[src/hdl/qdr_pkg.sv]
// Package for the quadrature decoder with speed measurement.
// Holds the channel structs, the queue entry, the back-end state type and shared constants.
// Has no dependencies.
package qdr_pkg;

  // Width of the running position count.
  localparam int CountWidth = 32;
  localparam int TimeWidth  = 32;
  localparam int CprWidth   = 16;
  localparam int OutWidth   = 32;

  // Reset value of counts per revolution.
  localparam logic [CprWidth-1:0] CprReset = 16'd1024;

  // Action codes of an input item.
  localparam logic [1:0] ActSample = 2'd0;
  localparam logic [1:0] ActTick   = 2'd1;
  localparam logic [1:0] ActRpm    = 2'd2;

  // Transition code {previous A, previous B, new A, new B}: one bit per code.
  localparam logic [15:0] QuadUpMask   = 16'h2814;
  localparam logic [15:0] QuadDownMask = 16'h4182;

  // 60e6 us/min times 256 (Q24.8) is 234375 * 2^16.
  localparam int                 RpmMulWidth = 18;
  localparam logic [RpmMulWidth-1:0] RpmMul  = 18'd234375;
  localparam int                 RpmShift    = 16;

  // Divider geometry.
  localparam int NumWidth = CountWidth + RpmMulWidth + RpmShift;
  localparam int DenWidth = TimeWidth + CprWidth;
  localparam int StepCntWidth = $clog2(NumWidth);

  // Queue between front and back.
  localparam int QueueDepth    = 4;
  localparam int QueuePtrWidth = $clog2(QueueDepth);

  // Saturation limits of the Q24.8 result.
  localparam logic [OutWidth-1:0] RpmMaxPos = 32'h7FFF_FFFF;
  localparam logic [OutWidth-1:0] RpmMaxNeg = 32'h8000_0000;

  typedef struct packed {
    logic [1:0] action;
    logic       pin_a;
    logic       pin_b;
  } in_item_t;

  typedef struct packed {
    logic signed [OutWidth-1:0] position_count;
    logic signed [OutWidth-1:0] rpm_fixed;
    logic                       rpm_valid;
    logic                       divide_by_zero;
  } out_item_t;

  // One classified item handed from the front to the back.
  typedef struct packed {
    logic                  is_rpm;
    logic [OutWidth-1:0]   pos;
    logic [CountWidth-1:0] diff;
    logic [TimeWidth-1:0]  dt;
  } job_t;

  typedef enum logic [1:0] {
    BK_IDLE,
    BK_MUL,
    BK_DIV,
    BK_OUT
  } back_state_e;

  // Low output bits of the count, sign extended first.
  function automatic logic [OutWidth-1:0] pos_of(input logic [CountWidth-1:0] c);
    logic signed [63:0] w;
    w = 64'(signed'(c));
    return w[OutWidth-1:0];
  endfunction

endpackage

[src/hdl/qdr_front.sv]
// Front end of the quadrature decoder: accepts items, keeps count, timer and references.
// Pushes one classified job per item into the queue. Depends on qdr_pkg.
module qdr_front (
  input  logic              clk_i,
  input  logic              rst_ni,
  input  logic              in_valid_i,
  output logic              in_ready_o,
  input  qdr_pkg::in_item_t in_data_i,
  input  logic              q_full_i,
  output logic              push_o,
  output qdr_pkg::job_t     job_o
);

  logic [1:0]                    last_q, last_d;
  logic [qdr_pkg::CountWidth-1:0] count_q, count_d;
  logic [qdr_pkg::TimeWidth-1:0]  time_q, time_d;
  logic [qdr_pkg::TimeWidth-1:0]  ref_time_q, ref_time_d;
  logic [qdr_pkg::CountWidth-1:0] ref_count_q, ref_count_d;
  logic [3:0]                    code;
  logic                          accept;

  assign in_ready_o = !q_full_i;
  assign accept     = in_valid_i && !q_full_i;
  assign push_o     = accept;
  assign code       = {last_q, in_data_i.pin_a, in_data_i.pin_b};

  always_comb begin
    last_d      = last_q;
    count_d     = count_q;
    time_d      = time_q;
    ref_time_d  = ref_time_q;
    ref_count_d = ref_count_q;
    job_o.is_rpm = 1'b0;
    job_o.diff   = count_q - ref_count_q;
    job_o.dt     = time_q - ref_time_q;
    unique case (in_data_i.action)
      qdr_pkg::ActSample: begin
        if (qdr_pkg::QuadUpMask[code]) begin
          count_d = count_q + 1'b1;
        end else if (qdr_pkg::QuadDownMask[code]) begin
          count_d = count_q - 1'b1;
        end
        last_d = {in_data_i.pin_a, in_data_i.pin_b};
      end
      qdr_pkg::ActTick: begin
        time_d = time_q + 1'b1;
      end
      qdr_pkg::ActRpm: begin
        job_o.is_rpm = 1'b1;
        ref_time_d   = time_q;
        ref_count_d  = count_q;
      end
      default: begin
      end
    endcase
    job_o.pos = qdr_pkg::pos_of(count_d);
  end

  always_ff @(posedge clk_i or negedge rst_ni) begin
    if (!rst_ni) begin
      last_q      <= '0;
      count_q     <= '0;
      time_q      <= '0;
      ref_time_q  <= '0;
      ref_count_q <= '0;
    end else if (accept) begin
      last_q      <= last_d;
      count_q     <= count_d;
      time_q      <= time_d;
      ref_time_q  <= ref_time_d;
      ref_count_q <= ref_count_d;
    end
  end

endmodule

[src/hdl/qdr_queue.sv]
// Short job queue between the front and back ends of the quadrature decoder.
// Register-based FIFO of qdr_pkg::job_t entries. Depends on qdr_pkg.
module qdr_queue (
  input  logic          clk_i,
  input  logic          rst_ni,
  input  logic          push_i,
  input  qdr_pkg::job_t job_i,
  input  logic          pop_i,
  output qdr_pkg::job_t head_o,
  output logic          full_o,
  output logic          empty_o
);

  qdr_pkg::job_t                    mem_q [qdr_pkg::QueueDepth];
  logic [qdr_pkg::QueuePtrWidth-1:0] wr_ptr_q, rd_ptr_q;
  logic [qdr_pkg::QueuePtrWidth:0]   fill_q;

  assign full_o  = (fill_q == (qdr_pkg::QueuePtrWidth+1)'(qdr_pkg::QueueDepth));
  assign empty_o = (fill_q == '0);
  assign head_o  = mem_q[rd_ptr_q];

  always_ff @(posedge clk_i) begin
    if (push_i) begin
      mem_q[wr_ptr_q] <= job_i;
    end
  end

  always_ff @(posedge clk_i or negedge rst_ni) begin
    if (!rst_ni) begin
      wr_ptr_q <= '0;
      rd_ptr_q <= '0;
      fill_q   <= '0;
    end else begin
      if (push_i) begin
        wr_ptr_q <= wr_ptr_q + 1'b1;
      end
      if (pop_i) begin
        rd_ptr_q <= rd_ptr_q + 1'b1;
      end
      if (push_i && !pop_i) begin
        fill_q <= fill_q + 1'b1;
      end else if (pop_i && !push_i) begin
        fill_q <= fill_q - 1'b1;
      end
    end
  end

endmodule

[src/hdl/qdr_back.sv]
// Back end of the quadrature decoder: turns queued jobs into results.
// Speed jobs run a multiply and a restoring divider; holds the output register. Uses qdr_pkg.
module qdr_back (
  input  logic                          clk_i,
  input  logic                          rst_ni,
  input  logic [qdr_pkg::CprWidth-1:0]  cpr_i,
  input  qdr_pkg::job_t                 head_i,
  input  logic                          q_empty_i,
  output logic                          pop_o,
  output logic                          out_valid_o,
  input  logic                          out_ready_i,
  output qdr_pkg::out_item_t            out_data_o
);

  qdr_pkg::back_state_e state_q, state_d;

  logic                               neg_q;
  logic [qdr_pkg::CountWidth-1:0]     mag_q;
  logic [qdr_pkg::TimeWidth-1:0]      dt_q;
  logic [qdr_pkg::OutWidth-1:0]       pos_q;
  logic [qdr_pkg::NumWidth-1:0]       num_q;
  logic [qdr_pkg::DenWidth-1:0]       den_q;
  logic [qdr_pkg::DenWidth:0]         rem_q;
  logic [qdr_pkg::StepCntWidth-1:0]   step_q;
  logic                               out_valid_q;
  qdr_pkg::out_item_t                 out_q;

  logic                               out_free;
  logic                               take;
  logic                               load_plain;
  logic                               load_rpm;
  logic                               last_step;
  logic [qdr_pkg::DenWidth:0]         rem_sh;
  logic                               fits;
  logic                               hi_nz;
  logic [qdr_pkg::OutWidth-1:0]       rpm_val;
  logic                               dz;
  logic [qdr_pkg::CountWidth+qdr_pkg::RpmMulWidth-1:0] prod;

  assign out_free  = !out_valid_q || out_ready_i;
  assign last_step = (step_q == qdr_pkg::StepCntWidth'(qdr_pkg::NumWidth - 1));
  assign rem_sh    = {rem_q[qdr_pkg::DenWidth-1:0], num_q[qdr_pkg::NumWidth-1]};
  assign fits      = (rem_sh >= {1'b0, den_q});
  assign prod      = mag_q * qdr_pkg::RpmMul;
  assign dz        = (den_q == '0);
  assign hi_nz     = |num_q[qdr_pkg::NumWidth-1:qdr_pkg::OutWidth];

  // Saturate the finished quotient into signed Q24.8.
  always_comb begin
    if (dz) begin
      rpm_val = '0;
    end else if (neg_q) begin
      if (hi_nz || (num_q[qdr_pkg::OutWidth-1] && |num_q[qdr_pkg::OutWidth-2:0])) begin
        rpm_val = qdr_pkg::RpmMaxNeg;
      end else begin
        rpm_val = -num_q[qdr_pkg::OutWidth-1:0];
      end
    end else if (hi_nz || num_q[qdr_pkg::OutWidth-1]) begin
      rpm_val = qdr_pkg::RpmMaxPos;
    end else begin
      rpm_val = num_q[qdr_pkg::OutWidth-1:0];
    end
  end

  always_comb begin
    state_d = state_q;
    unique case (state_q)
      qdr_pkg::BK_IDLE: begin
        if (!q_empty_i && head_i.is_rpm) begin
          state_d = qdr_pkg::BK_MUL;
        end
      end
      qdr_pkg::BK_MUL: state_d = qdr_pkg::BK_DIV;
      qdr_pkg::BK_DIV: begin
        if (last_step) begin
          state_d = qdr_pkg::BK_OUT;
        end
      end
      qdr_pkg::BK_OUT: begin
        if (out_free) begin
          state_d = qdr_pkg::BK_IDLE;
        end
      end
      default: state_d = qdr_pkg::BK_IDLE;
    endcase
  end

  always_comb begin
    take       = 1'b0;
    load_plain = 1'b0;
    load_rpm   = 1'b0;
    unique case (state_q)
      qdr_pkg::BK_IDLE: begin
        take       = !q_empty_i && (head_i.is_rpm || out_free);
        load_plain = !q_empty_i && !head_i.is_rpm && out_free;
      end
      qdr_pkg::BK_OUT: load_rpm = out_free;
      default: begin
      end
    endcase
  end

  assign pop_o       = take;
  assign out_valid_o = out_valid_q;
  assign out_data_o  = out_q;

  always_ff @(posedge clk_i or negedge rst_ni) begin
    if (!rst_ni) begin
      state_q     <= qdr_pkg::BK_IDLE;
      out_valid_q <= 1'b0;
      step_q      <= '0;
    end else begin
      state_q <= state_d;
      if (load_plain || load_rpm) begin
        out_valid_q <= 1'b1;
      end else if (out_ready_i) begin
        out_valid_q <= 1'b0;
      end
      if (state_q == qdr_pkg::BK_MUL) begin
        step_q <= '0;
      end else if (state_q == qdr_pkg::BK_DIV) begin
        step_q <= step_q + 1'b1;
      end
    end
  end

  always_ff @(posedge clk_i) begin
    if (take && head_i.is_rpm) begin
      neg_q <= head_i.diff[qdr_pkg::CountWidth-1];
      mag_q <= head_i.diff[qdr_pkg::CountWidth-1] ? -head_i.diff : head_i.diff;
      dt_q  <= head_i.dt;
      pos_q <= head_i.pos;
    end
    if (state_q == qdr_pkg::BK_MUL) begin
      num_q <= {prod, {qdr_pkg::RpmShift{1'b0}}};
      den_q <= dt_q * cpr_i;
      rem_q <= '0;
    end else if (state_q == qdr_pkg::BK_DIV) begin
      num_q <= {num_q[qdr_pkg::NumWidth-2:0], fits};
      rem_q <= fits ? (rem_sh - {1'b0, den_q}) : rem_sh;
    end
    if (load_plain) begin
      out_q.position_count <= head_i.pos;
      out_q.rpm_fixed      <= '0;
      out_q.rpm_valid      <= 1'b0;
      out_q.divide_by_zero <= 1'b0;
    end else if (load_rpm) begin
      out_q.position_count <= pos_q;
      out_q.rpm_fixed      <= rpm_val;
      out_q.rpm_valid      <= 1'b1;
      out_q.divide_by_zero <= dz;
    end
  end

endmodule

[src/hdl/quadrature_decoder_with_rpm_top.sv]
// Top level of the x4 quadrature decoder with speed measurement.
// Instantiates qdr_front, qdr_queue and qdr_back and holds the configuration register.
// Depends on qdr_pkg.
//
// Usage:
//   Input channel (in_valid_i / in_ready_o / in_data_i) carries one request per item: a pin
//   sample, a microsecond tick or a speed request. Every request yields exactly one result on
//   the output channel (out_valid_o / out_ready_i / out_data_o), in request order.
//   The configuration channel (cfg_valid_i / cfg_ready_o / cfg_data_i) writes counts per
//   revolution; it is always ready and should only be written while the block is idle.
// Path and throughput:
//   A sample, tick or unused request passes through the queue and is then loaded into the
//   output register; such requests stream at one per cycle while out_ready_i stays high and
//   no speed request is in the back. A speed request leaves the queue, then goes through the
//   32x18 scale multiply and the 32x16 divisor multiply, then the restoring divider at one
//   quotient bit per cycle over the 66-bit numerator, then the output load. The four-entry
//   queue lets the front keep accepting samples and ticks while that runs.
// Reset:
//   The asynchronous active-low reset clears count, timer, references, the queue pointers and
//   the output valid flag, and loads counts per revolution with 1024.
// Stalls:
//   When the receiver holds out_ready_i low, the result stays in the output register, the
//   queue fills, and in_ready_o drops once the queue is full; nothing is lost.
module quadrature_decoder_with_rpm_top (
  input  logic                         clk_i,
  input  logic                         rst_ni,
  input  logic                         in_valid_i,
  output logic                         in_ready_o,
  input  qdr_pkg::in_item_t            in_data_i,
  output logic                         out_valid_o,
  input  logic                         out_ready_i,
  output qdr_pkg::out_item_t           out_data_o,
  input  logic                         cfg_valid_i,
  output logic                         cfg_ready_o,
  input  logic [qdr_pkg::CprWidth-1:0] cfg_data_i
);

  logic [qdr_pkg::CprWidth-1:0] cpr_q;
  logic                         push;
  logic                         pop;
  logic                         q_full;
  logic                         q_empty;
  qdr_pkg::job_t                job_in;
  qdr_pkg::job_t                job_head;

  // Counts per revolution. Writes are taken on any cycle.
  assign cfg_ready_o = 1'b1;

  always_ff @(posedge clk_i or negedge rst_ni) begin
    if (!rst_ni) begin
      cpr_q <= qdr_pkg::CprReset;
    end else if (cfg_valid_i) begin
      cpr_q <= cfg_data_i;
    end
  end

  // The front decodes phases, runs the timer and snapshots the speed references.
  qdr_front u_front (
    .clk_i      (clk_i),
    .rst_ni     (rst_ni),
    .in_valid_i (in_valid_i),
    .in_ready_o (in_ready_o),
    .in_data_i  (in_data_i),
    .q_full_i   (q_full),
    .push_o     (push),
    .job_o      (job_in)
  );

  // The queue decouples the front from the back, which is busy while it computes a speed.
  qdr_queue u_queue (
    .clk_i   (clk_i),
    .rst_ni  (rst_ni),
    .push_i  (push),
    .job_i   (job_in),
    .pop_i   (pop),
    .head_o  (job_head),
    .full_o  (q_full),
    .empty_o (q_empty)
  );

  // The back computes speed results and drives the output register.
  qdr_back u_back (
    .clk_i       (clk_i),
    .rst_ni      (rst_ni),
    .cpr_i       (cpr_q),
    .head_i      (job_head),
    .q_empty_i   (q_empty),
    .pop_o       (pop),
    .out_valid_o (out_valid_o),
    .out_ready_i (out_ready_i),
    .out_data_o  (out_data_o)
  );

endmodule

[config.mk]
export PLATFORM = sky130hd
export DESIGN_NAME = quadrature_decoder_with_rpm_top
export DESIGN_NICKNAME = d
export VERILOG_FILES = /design/src/hdl/qdr_pkg.sv /design/src/hdl/qdr_front.sv /design/src/hdl/qdr_queue.sv /design/src/hdl/qdr_back.sv /design/src/hdl/quadrature_decoder_with_rpm_top.sv
export SDC_FILE = /design/constraint.sdc
export NUM_CORES = 2
export LEC_CHECK = 0
export BUFFER_PORTS_ARGS = -buffer_cell sky130_fd_sc_hd__buf_4
export CORE_MARGIN = 2
export CORE_UTILIZATION = 55
export CTS_BUF_LIST = sky130_fd_sc_hd__clkbuf_8 sky130_fd_sc_hd__clkbuf_16
export DETAILED_ROUTE_END_ITERATION = 6
export GPL_ROUTABILITY_DRIVEN = 1
export PLACE_DENSITY_LB_ADDON = 0.15
export SLEW_MARGIN = 10
export SYNTH_ARGS = -nofsm -noshare
export SYNTH_HDL_FRONTEND = slang
export SYNTH_SLANG_ARGS = --single-unit
[constraint.sdc]
create_clock -name clk_i -period 9.9 [get_ports clk_i]
set_input_delay 1.485 -clock clk_i [delete_from_list [all_inputs] [get_ports clk_i]]
set_output_delay 1.485 -clock clk_i [all_outputs]
set_load 0.02 [all_outputs]
==> impl_metrics.py <==
metrics = {
    "outcome": {
        "run_status": "complete, no violations",
    },
    "die": {
        "io_pins": 94,
        "effective_utilization_at_floorplan": 0.5530,
        "horizontal_die_dimension_um": 353.4,
        "floorplan.die.height_um": 353.4,
        "die_area_sq_um": 124900,
        "core_box_area_sq_um": 121400,
        "std_cell_rows": 128,
    },
    "logic_synthesis": {
        "postSynthAreaPerCell_sq_um": 10.75,
        "fraction_of_the_yosys_area_taken_by_sequential_cells": 0.3651,
        "syn-cell-area_sq_um": 67130,
        "syn_nets": 7360,
        "synthTopCellsByArea": "sky130_fd_sc_hd__edfxtp_1 (28%), sky130_fd_sc_hd__fa_1 (18%), sky130_fd_sc_hd__ha_1 (8.9%), sky130_fd_sc_hd__dfrtp_1 (6.0%), sky130_fd_sc_hd__inv_1 (5.3%)",
        "postSynth.topFlopCell": "sky130_fd_sc_hd__edfxtp_1",
        "synth.ff_latch_count": 876,
        "synth_most_common_cell": "sky130_fd_sc_hd__inv_1",
        "yosys_warnings": 0,
        "synthesis.instances": 6244,
        "synth_top_area_share": 0.2751,
        "async_reset_ff_frac": 0.1861,
        "synth.distinct_cells": 90,
        "synth_largest_area_cell": "sky130_fd_sc_hd__edfxtp_1",
        "ys_top_cells_by_count": "sky130_fd_sc_hd__inv_1 (943), sky130_fd_sc_hd__nand2_1 (689), sky130_fd_sc_hd__fa_1 (616)",
        "synth_enable_flop_cells": 615,
    },
    "cts": {
        "clk_transition_reported_paths_ns": 0.07,
        "root_buffer": "sky130_fd_sc_hd__clkbuf_16",
        "cts_tree": "yes",
        "post_cts_hold_buffer_count": 0,
        "numCtsBuffers": 95,
        "buffer_depth_of_the_longest_clock_path": 3,
        "post_cts_resize_count": 0,
        "setup_bufs_post_cts": 0,
        "clock_sink_count": 876,
        "clock_insertion_delay_worst_skew_ns": 0.73,
        "cts-htree-levels": 3,
    },
    "sta": {
        "max_clock_freq_mhz": 133.0,
        "slew_violations": 0,
        "timing.setup.tns_ns": 0,
        "final.period_utilization": 0.7593,
        "report.final.hold_viol_count": 0,
        "rsz0062_at_grt": "no",
        "finalCriticalPeriod_ns": 7.518,
        "slew-limit-headroom": 0.2271,
        "slew_at_the_pin_closest_to_its_max_slew_limit_ns": 1.159,
        "fin_worst_skew_ns": 0.04466,
        "setup_viol": 0,
    },
    "drt": {
        "drt_pass1_iterations": 5,
        "drc_errors": 0,
        "postRouteWirelength_mm": 153.3,
        "detail_route.wl_per_cell_um": 19.35,
        "drt_iter0_markers": 3315,
        "detailroute.via_count": 44360,
        "dr_vias_cell": 5.600,
        "antenna_violating_nets_post_route": 0,
    },
    "worst_setup_path": {
        "critical_path_arrival_ns": 7.95,
        "critical-path-top-delay-family": "adder cells",
        "timing.critical_path.mode_cell": "sky130_fd_sc_hd__fa_1",
        "cpMaxStageDelayCell": "sky130_fd_sc_hd__dfrtp_1",
        "cp.required_ns": 10.33,
        "worstSetupEndpointType": "flip-flop",
        "worstPathBufferInverterCount": 4,
        "timing.critical_path.from_type": "flip-flop",
        "crit_path_cell_trace": "and2_1 > fa_1 > inv_1 > fa_1 > fa_1 > inv_1 > fa_1 > fa_1 > inv_1 > fa_1 > inv_1 > ha_1 > a21oi_1 > nand3_1 > a21oi_1 > a211oi_1 > o41ai_1 > nand2_1 > a221oi_1 > o21bai_1 > xor2_1",
        "max_stage_delay_ns": 1.10,
        "criticalPathCategory": "flip-flop to flip-flop",
        "critical_path.max_fanout": 33,
    },
    "global_route": {
        "grt_first_pass_wirelength_mm": 247.5,
        "grt_antenna_before_repair": 5,
        "largest_net_degree_at_the_start_of_global_routing": 93,
        "grtUsageTotal": 0.2492,
        "grt_pass1_vias": 45200,
        "gr-total-overflow": 0,
    },
    "cells_and_area": {
        "final_design_area_no_fill_sq_um": 72460,
        "nFillCells": 10130,
        "drive_above_1_share": 0.08006,
        "areaGrowthSynthToFinish_pct": 7.940,
        "num-nets-final": 7328,
    },
    "placement": {
        "gp_congestion": 0.9005,
        "dp_hpwl_mm": 114.9,
        "port_buffers": 92,
        "cell_area_placed_sq_um": 69220,
    },
    "hold_path": {
        "worstHoldPathType": "flip-flop to flip-flop",
    },
    "job": {
        "cap_violations": 0,
    },
}
==> path summary, 6_finish.rpt <==
kind	start	to	slack, ns	cells past startpoint
min in group asynchronous	rst_ni	u_front.last_q[0]	0.70	1
max in group asynchronous	rst_ni	u_queue.wr_ptr_q[0]	7.16	3
max reg2reg	cpr_q[5]	u_back.den_q[38]	2.38	21
min reg2reg	u_back.out_data_o[33]	u_back.out_data_o[33]	0.45	2
max	cpr_q[5]	u_back.den_q[38]	2.38	21
min	u_back.out_data_o[33]	u_back.out_data_o[33]	0.45	2
==> through the flow <==
step           hold slack (ns)  cells  utilization  worst slack [ns]
6_report                0.4501   7921       0.5969             2.382
5_1_grt                 0.4775   7921       0.5969             1.902
4_1_cts                 0.4488   7920       0.5969             2.367
3_5_place_dp            0.4414   7740       0.5702             2.420
3_3_place_gp            0.4285   7740       0.5702             2.576
2_1_floorplan           0.4498   6244            -             3.512
==> flip-flops by register name, indices dropped and copies added, names as in the netlist, 16 cells and up <==
name and count:
u_back.rem_q 48, u_front.count_q 32, u_back.dt_q 32, u_front.ref_time_q 32, u_back.mag_q 32, u_back.pos_q 32
u_front.ref_count_q 32, cpr_q 16, u_back.num_q 66, u_queue.mem_q 388, u_back.out_data_o 66, u_front.time_q 32
u_back.den_q 48
==> layer usage <==
layer	up-vias	wire, um	track usage	share of wire
li1	20970	-	-	-
met1	21850	71050	0.3665	0.46
met2	1287	67900	0.3784	0.44
met3	248	10630	0.05385	0.069
met4	2	3703	0.06111	0.024
met5	-	11	0	0.000072
==> worst reg2reg max path: stages (launching register included) <==
cell	delay, ns
sky130_fd_sc_hd__dfrtp_1	1.10
sky130_fd_sc_hd__and2_1	0.29
sky130_fd_sc_hd__fa_1	0.42
sky130_fd_sc_hd__inv_1	0.08
sky130_fd_sc_hd__fa_1	0.43
sky130_fd_sc_hd__fa_1	0.52
sky130_fd_sc_hd__inv_1	0.06
sky130_fd_sc_hd__fa_1	0.48
sky130_fd_sc_hd__fa_1	0.49
sky130_fd_sc_hd__inv_1	0.05
sky130_fd_sc_hd__fa_1	0.47
sky130_fd_sc_hd__inv_1	0.04
sky130_fd_sc_hd__ha_1	0.36
sky130_fd_sc_hd__a21oi_1	0.31
sky130_fd_sc_hd__nand3_1	0.11
sky130_fd_sc_hd__a21oi_1	0.18
sky130_fd_sc_hd__a211oi_1	0.11
sky130_fd_sc_hd__o41ai_1	0.70
sky130_fd_sc_hd__nand2_1	0.27
sky130_fd_sc_hd__a221oi_1	0.48
sky130_fd_sc_hd__o21bai_1	0.13
sky130_fd_sc_hd__xor2_1	0.15
==> cells in the final DEF (no fill, tap or decap), types with 27 or more instances in the layout <==
cell type and count:
sky130_fd_sc_hd__xor2_1 120, sky130_fd_sc_hd__nand4_1 55, sky130_fd_sc_hd__nand2b_1 32, sky130_fd_sc_hd__clkbuf_16 102
sky130_fd_sc_hd__nand3_1 105, sky130_fd_sc_hd__mux2_2 82, sky130_fd_sc_hd__a21oi_1 262, sky130_fd_sc_hd__nor2_1 225
sky130_fd_sc_hd__a211oi_1 67, sky130_fd_sc_hd__xnor2_1 184, sky130_fd_sc_hd__dfrtp_1 160, sky130_fd_sc_hd__inv_1 966
sky130_fd_sc_hd__and3_1 38, sky130_fd_sc_hd__nand2_1 688, sky130_fd_sc_hd__dfxtp_1 98, sky130_fd_sc_hd__nor2b_1 27
sky130_fd_sc_hd__fa_1 616, sky130_fd_sc_hd__or3_1 27, sky130_fd_sc_hd__mux2i_1 61, sky130_fd_sc_hd__a21o_1 112
sky130_fd_sc_hd__ha_1 472, sky130_fd_sc_hd__buf_4 133, sky130_fd_sc_hd__nor3_1 65, sky130_fd_sc_hd__mux4_2 91
sky130_fd_sc_hd__edfxtp_1 615, sky130_fd_sc_hd__and2_1 233, sky130_fd_sc_hd__o21ai_0 252, sky130_fd_sc_hd__o21bai_1 31
sky130_fd_sc_hd__nor4_1 39
==> cell type report <==
cell class	instances	area [sq um]	area share
multi-input combinational	4161	38110	0.5260
sequential	876	24520	0.3384
inverter	944	3543	0.04890
clock buffer	113	2704	0.03732
tap	1625	2033	0.02806
timing repair buffer	134	1010	0.01393
clock inverter	67	538.0	0.007425
antenna	1	2.502	0.00003454
==> cells by family (layout without fill, tap and decap cells) <==
kind of cell / after synthesis / after routing / share of synthesized area
AO/OA/AOI/OAI: 930 / 930 / 0.08659
XOR/XNOR: 304 / 304 / 0.03966
adder cells (fa/ha/maj): 1091 / 1091 / 0.2722
buffers and inverters: 1207 / 1258 / 0.06822
flip-flops: 876 / 876 / 0.3651
multiplexers: 239 / 239 / 0.05534
other: 1 / 2 / 0.00005586
AND/OR/NAND/NOR: 1596 / 1596 / 0.1128
Power is not shown: default switching activity piles up to over one toggle a cycle in this logic, so the estimate is an artifact.
